File: src/hdl/wsm_pkg.sv
// Shared types and constants for the wildcard substring matcher.
package wsm_pkg;

  localparam int CHAR_BITS      = 8;
  localparam int CFG_INDEX_BITS = 1;
  localparam int CFG_DATA_BITS  = 8;

  // Configuration register indexes
  localparam logic [CFG_INDEX_BITS-1:0] CFG_WC_ENABLE = 1'b0;
  localparam logic [CFG_INDEX_BITS-1:0] CFG_WC_CODE   = 1'b1;

  // Reset values of the configuration registers
  localparam logic                 WC_ENABLE_RST = 1'b1;
  localparam logic [CHAR_BITS-1:0] WC_CODE_RST   = 8'd63;

  typedef enum logic {
    ACT_PATTERN = 1'b0,
    ACT_TEXT    = 1'b1
  } action_t;

  // Broadcast from the top level to every compare cell
  typedef struct packed {
    logic                 load;       // pattern beat
    logic                 text;       // text beat
    logic                 clear;      // drop all partial matches
    logic                 wc_en;
    logic [CHAR_BITS-1:0] wc_code;
    logic [CHAR_BITS-1:0] char_code;
  } cell_ctrl_t;

endpackage

File: src/hdl/wsm_cell.sv
// One compare cell: a pattern byte and its prefix-match bit.
module wsm_cell
  import wsm_pkg::*;
#(
  parameter int INDEX = 0,
  parameter int LEN_W = 6
) (
  input  logic             clk,
  input  logic             rst,
  input  cell_ctrl_t       ctrl,
  input  logic [LEN_W-1:0] load_index,
  input  logic [LEN_W-1:0] pattern_length,
  input  logic             prev_match,
  output logic             match,
  output logic             hit
);

  logic [CHAR_BITS-1:0] pat;
  logic                 fits;
  logic                 active;
  logic                 tail;
  logic                 match_next;

  assign fits   = (ctrl.wc_en && (pat == ctrl.wc_code)) || (pat == ctrl.char_code);
  assign active = LEN_W'(INDEX) < pattern_length;
  assign tail   = pattern_length == LEN_W'(INDEX + 1);

  // prefix 0..INDEX matches ending at this byte
  assign match_next = prev_match && fits;
  assign hit        = ctrl.text && tail && match_next;

  always_ff @(posedge clk) begin
    if (ctrl.load && (load_index == LEN_W'(INDEX))) begin
      pat <= ctrl.char_code;
    end
  end

  always_ff @(posedge clk) begin
    if (rst || ctrl.clear) begin
      match <= 1'b0;
    end else if (ctrl.text && active) begin
      match <= match_next;
    end
  end

endmodule

File: src/hdl/wildcard_substring_match.sv
// Top level: wildcard substring matcher built on a chain of compare cells.
//
//   channel  | handshake              | payload
//   ---------+------------------------+----------------------------------
//   in       | in_valid / in_ready    | action, char_code, last
//   out      | out_valid / out_ready  | position, matched, end_of_text
//   cfg      | cfg_wr_en (no wait)    | cfg_index, cfg_data
//
// One beat per cycle on the input while in_ready is high; every compare cell
// within the loaded pattern length updates its match bit from its left neighbor in the cycle the text byte is taken.
// A result shows in the output register the cycle after its beat.
// The input stalls only while a result waits and out_ready is low.
// Reset clears lengths, counters, match bits and the output valid flag; the pattern
// bytes themselves are not reset.
module wildcard_substring_match
  import wsm_pkg::*;
#(
  parameter int MAX_PATTERN   = 32,
  parameter int POSITION_BITS = 20
) (
  input  logic                      clk,
  input  logic                      rst,
  input  logic                      in_valid,
  output logic                      in_ready,
  input  logic                      action,
  input  logic [CHAR_BITS-1:0]      char_code,
  input  logic                      last,
  output logic                      out_valid,
  input  logic                      out_ready,
  output logic [POSITION_BITS-1:0]  position,
  output logic                      matched,
  output logic                      end_of_text,
  input  logic                      cfg_wr_en,
  input  logic [CFG_INDEX_BITS-1:0] cfg_index,
  input  logic [CFG_DATA_BITS-1:0]  cfg_data
);

  localparam int LEN_W   = $clog2(MAX_PATTERN + 1);
  localparam int COUNT_W = POSITION_BITS + 1;
  localparam int START_W = POSITION_BITS + 2;
  localparam logic [COUNT_W-1:0] COUNT_MAX = {COUNT_W{1'b1}};
  localparam logic [START_W-1:0] POS_MAX   = START_W'({POSITION_BITS{1'b1}});

  logic                 wc_enable;
  logic [CHAR_BITS-1:0] wc_code;
  logic [LEN_W-1:0]     pattern_length;
  logic [LEN_W-1:0]     load_index;
  logic [LEN_W-1:0]     load_index_inc;
  logic [COUNT_W-1:0]   text_count;
  logic [START_W-1:0]   start;
  logic [START_W-1:0]   start_sat;

  logic                   accept;
  logic                   load_beat;
  logic                   text_beat;
  logic                   restart;
  logic                   hit;
  cell_ctrl_t             ctrl;
  logic [MAX_PATTERN:0]   chain;
  logic [MAX_PATTERN-1:0] hit_vec;

  assign in_ready  = !out_valid || out_ready;
  assign accept    = in_valid && in_ready;
  assign load_beat = accept && (action == ACT_PATTERN);
  assign text_beat = accept && (action == ACT_TEXT);
  assign restart   = load_beat && (load_index == '0);

  assign ctrl.load      = load_beat;
  assign ctrl.text      = text_beat;
  assign ctrl.clear     = restart || (text_beat && last);
  assign ctrl.wc_en     = wc_enable;
  assign ctrl.wc_code   = wc_code;
  assign ctrl.char_code = char_code;

  // Empty prefix always matches
  assign chain[0] = 1'b1;

  for (genvar k = 0; k < MAX_PATTERN; k++) begin : g_cell
    wsm_cell #(
      .INDEX (k),
      .LEN_W (LEN_W)
    ) u_cell (
      .clk            (clk),
      .rst            (rst),
      .ctrl           (ctrl),
      .load_index     (load_index),
      .pattern_length (pattern_length),
      .prev_match     (chain[k]),
      .match          (chain[k+1]),
      .hit            (hit_vec[k])
    );
  end

  // Only the tail cell of the loaded pattern can raise its hit line
  assign hit = |hit_vec;

  assign load_index_inc = (load_index < LEN_W'(MAX_PATTERN)) ? load_index + 1'b1 : load_index;

  assign start     = START_W'(text_count) + 1'b1 - START_W'(pattern_length);
  assign start_sat = (start > POS_MAX) ? POS_MAX : start;

  always_ff @(posedge clk) begin
    if (rst) begin
      wc_enable <= WC_ENABLE_RST;
      wc_code   <= WC_CODE_RST;
    end else if (cfg_wr_en) begin
      case (cfg_index)
        CFG_WC_ENABLE: wc_enable <= cfg_data[0];
        CFG_WC_CODE:   wc_code   <= cfg_data[CHAR_BITS-1:0];
        default:       ;
      endcase
    end
  end

  always_ff @(posedge clk) begin
    if (rst) begin
      pattern_length <= '0;
      load_index     <= '0;
    end else if (load_beat) begin
      if (last) begin
        pattern_length <= load_index_inc;
        load_index     <= '0;
      end else begin
        if (restart) begin
          pattern_length <= '0;
        end
        load_index <= load_index_inc;
      end
    end
  end

  always_ff @(posedge clk) begin
    if (rst || restart) begin
      text_count <= '0;
    end else if (text_beat) begin
      if (last) begin
        text_count <= '0;
      end else if (text_count < COUNT_MAX) begin
        text_count <= text_count + 1'b1;
      end
    end
  end

  always_ff @(posedge clk) begin
    if (rst) begin
      out_valid <= 1'b0;
    end else if (text_beat && (hit || last)) begin
      out_valid <= 1'b1;
    end else if (out_ready) begin
      out_valid <= 1'b0;
    end
  end

  always_ff @(posedge clk) begin
    if (text_beat && (hit || last)) begin
      position    <= hit ? start_sat[POSITION_BITS-1:0] : '0;
      matched     <= hit;
      end_of_text <= last;
    end
  end

endmodule

File: config.mk
export PLATFORM = sky130hd
export DESIGN_NAME = wildcard_substring_match
export DESIGN_NICKNAME = d
export VERILOG_FILES = /design/src/hdl/wsm_pkg.sv /design/src/hdl/wsm_cell.sv /design/src/hdl/wildcard_substring_match.sv
export SDC_FILE = /design/constraint.sdc
export NUM_CORES = 1
export LEC_CHECK = 0
export BUFFER_PORTS_ARGS = -buffer_cell sky130_fd_sc_hd__buf_2
export CAP_MARGIN = 0
export CORE_MARGIN = 2
export CORE_UTILIZATION = 45
export CTS_CLUSTER_DIAMETER = 150
export DETAILED_ROUTE_END_ITERATION = 10
export PLACE_DENSITY_LB_ADDON = 0.08
export SYNTH_ARGS = -nofsm -noshare
export SYNTH_HDL_FRONTEND = slang
export SYNTH_HIERARCHICAL = 1
export SYNTH_SLANG_ARGS = --single-unit
File: constraint.sdc
create_clock -name clk -period 7.44 [get_ports clk]
set_clock_uncertainty 0.1 [all_clocks]
set_input_delay 0.372 -clock clk [delete_from_list [all_inputs] [get_ports clk]]
set_output_delay 0.372 -clock clk [all_outputs]
set_load 0.01 [all_outputs]
==> flow_summary.rst <==
.. list-table::
   :header-rows: 1

   * - Metric
     - Value
   * - Result of the run
     - complete, no violations
   * - Critical Path Max Stage Delay
     - 0.99 ns
   * - Number of maximum-capacitance constraint violations
     - 0
   * - Insertion delay to the later sink of the worst-skew pair
     - about 0.57 ns
   * - First-pass GRT wire length
     - 98.9 mm
   * - # Post-CTS Setup Buffers
     - 0
   * - Final setup violation count
     - 0
   * - Final design utilization
     - 0.517
   * - Synthesis-to-layout area growth
     - 13.4%
   * - Via Count
     - 16300
   * - Worst-case register-to-register setup slack
     - 2.59 ns
   * - X dimension of the die
     - 224 µm
   * - CTS H-Tree Depth
     - 2
   * - Pin count of the biggest net entering global routing
     - 63
   * - Sequential share of power
     - 0.450
   * - Critical path's slowest cell
     - dfxtp_2
   * - Remaining number of nets flagged by the antenna check after routing
     - 0
   * - Sort of element at the start of the critical path
     - flip-flop
   * - Cell count of the worst reg-to-reg path
     - 10
   * - Critical path, cell by cell
     - buf_4 > xor2_1 > nor4_1 > nand4_1 > a21oi_1 > nor4_1 > nand4_1 > or2_2 > o21ai_0 > inv_1
   * - Number of global-route vias before repair
     - about 16000
   * - Sw power
     - 0.00117 W
   * - Post-cts sizing count
     - 0
   * - Maximum clock frequency
     - 206 MHz
   * - Post-placement cell area
     - roughly 23000 µm²
   * - Crit Path Max Fanout
     - 22
   * - Origin of the critical flop-to-flop path
     - wc_code[6]
   * - Clock period minus worst slack
     - 4.85 ns
   * - Clock buffer count from CTS
     - 43
   * - RSZ-0062 raised after global routing
     - false
   * - Iter 0 DRT Violations
     - 1244
   * - Number of max-slew violations in the final report
     - 0
   * - Clk network pwr share
     - 0.463
   * - Net total in the final layout
     - 2157
   * - Max IR drop VDD
     - ~0.17 mV
   * - Final hold viol count
     - 0
   * - Final instance area
     - 24700 µm²
   * - # clock sinks
     - 352
   * - Total die area
     - approximately 50000 µm²
   * - Avg WL per Cell
     - 23.7 µm
   * - Relative slew margins
     - 0.0881
   * - Capturing element type of the critical path
     - flip-flop
   * - Startpoint of the most critical setup path
     - wc_code[6]
   * - Final Cycle Share
     - 0.652
   * - Pre-CTS setup slack
     - 2.64 ns
   * - Number of antenna violations at the first check in global routing
     - 0
   * - Detail-routed via count per cell
     - 5.94
   * - Worst hold path class
     - primary input to flip-flop
   * - Die span in y
     - around 220 µm
   * - Total global-route track usage
     - 0.259
   * - Number of cells produced by synthesis
     - 1960
   * - Number of standard cells in the final layout excluding fillers
     - approximately 2700
   * - Number of DRC violations after detailed routing
     - 0
   * - Starting utilization of the core area
     - 0.456
   * - Top-level I/O count
     - 48
   * - Final wirelength
     - 64.8 mm
   * - Clk Tree Root Cell
     - clkbuf_16
   * - Aggregate negative setup slack
     - 0 ns
   * - Mapped cell area
     - between 20000 and 25000 µm²
   * - Switching fraction of total power
     - 0.245
   * - Smallest setup slack after layout
     - ~2.6 ns
   * - First-pass detailed-route iteration total
     - 5
   * - Worst R2R End
     - position[11]
   * - Antenna Cells
     - 0
   * - Hold buffers post-CTS
     - 4
   * - WS Path Type
     - flip-flop to flip-flop
   * - Power density cells
     - 195 nW/µm²
   * - Yosys warning total
     - 6
   * - Proportion of layout cells with a drive suffix above 1
     - 0.135
   * - Worst endpoint required time
     - about 7.5 ns
   * - Quantity of I/O buffers inserted on ports
     - 47
   * - Routability Congestion
     - 0.801
   * - Placeable Area
     - 47700 µm²
   * - Combinational fraction of design power
     - 0.087
   * - Clock-pin transition on the worst setup and hold timing paths
     - 0.06 ns
   * - Timing endpoint of the critical path
     - position[11]
   * - Design internal power
     - 0.00363 W
   * - Overflow after GRT
     - 0
   * - Maximum buffer depth of the clock tree
     - 3
   * - Row Count
     - 80
   * - Hold path startpoint
     - cfg_data[3]
   * - Worst Tran Pin Value
     - 1.36 ns
   * - Count of fill cells added during filler insertion
     - slightly above 4000
   * - Data arrival time of the critical path
     - around 4.9 ns
   * - Avg Inst Size Synth
     - 11.1 µm²
   * - Dpl cells
     - 2655
   * - Static leakage
     - 8.58 nW
   * - Sum of net half-perimeters after detailed placement
     - 38.9 mm
   * - Clock tree from TritonCTS
     - done
## stage by stage
| stage | total power, W | hold WS, ns |
|---|---|---|
| 6_report | 0.00480 | 0.0348 |
| 5_1_grt | 0.00494 | 0.0426 |
| 4_1_cts | 0.00484 | 0.000177 |
| 3_5_place_dp | 0.00261 | 0.364 |
| 3_3_place_gp | 0.00261 | 0.353 |
| 2_1_floorplan | 0.00243 | 0.337 |
## layout by cell type (no fill, tap or decap), types with 31 or more instances in the layout
| cell | count |
|---|---|
| nor2_1 | 107 |
| xor2_1 | 423 |
| nand4_1 | 65 |
| dfxtp_1 | 58 |
| clkbuf_16 | 46 |
| nor4_1 | 61 |
| nand2_1 | 108 |
| ha_1 | 43 |
| inv_1 | 44 |
| buf_4 | 55 |
| a21oi_1 | 57 |
| nand3_1 | 85 |
| buf_2 | 39 |
| o21ai_0 | 33 |
| nor3_1 | 63 |
| xnor2_1 | 111 |
| edfxtp_1 | 278 |
| nor4_2 | 31 |
| and3_1 | 32 |
## worst max-delay path: cells and delay by family (launching register included)
family          cells  cell delay (ns)
simple gates        5             1.73
flops               1             0.99
buf+inv             2             0.87
compound gates      2             0.48
xor+xnor            1             0.21
## how the worst min path moves through the flow
| stage | end | slack, ns | cells past startpoint |
|---|---|---|---|
| floorplan | g_cell[20].u_cell/match | 0.34 | 1 |
| global placement | wc_code[3] | 0.35 | 1 |
| detailed placement | wc_code[3] | 0.36 | 1 |
| CTS | wc_code[3] | 0.0002 | 3 |
| global route | wc_code[3] | 0.04 | 3 |
| finish | wc_code[3] | 0.03 | 3 |
## layout make-up
type | count | area, µm² | area share
sequential | 352 | 9850 | 0.399
tap | 615 | 769 | 0.0312
clock buffer | 64 | 1310 | 0.0532
clock inverter | 15 | 184 | 0.00746
inverter | 44 | 165 | 0.00670
timing repair buffer | 99 | 668 | 0.0271
multi-input combinational | 1549 | 11700 | 0.475
## power by group through the flow
stage	Combinational, W	Clock [W]	Sequential (W)
2_1_floorplan	0.000210	0	0.00222
3_3_place_gp	0.000408	0	0.00220
3_5_place_dp	0.000413	0	0.00220
4_1_cts	0.000415	0.00227	0.00216
5_1_grt	0.000451	0.00233	0.00216
6_report	0.000417	0.00222	0.00216
## flip-flops by register name (all words and copies together), names as in the netlist, 6 cells and up
register / flops
pattern_length: 6
load_index: 6
wc_code: 8
g_cell.u_cell/pat: 256
g_cell.u_cell/match: 31
text_count: 21
position: 20
## per-layer routing
metal	share of wire	global-route usage	up-vias
li1	-	-	7575
met1	0.45	0.355	7980
met2	0.45	0.413	583
met3	0.065	0.0425	133
met4	0.034	0.100	0
met5	0	0	-
Note: power is estimated with default switching activity, not from simulation.
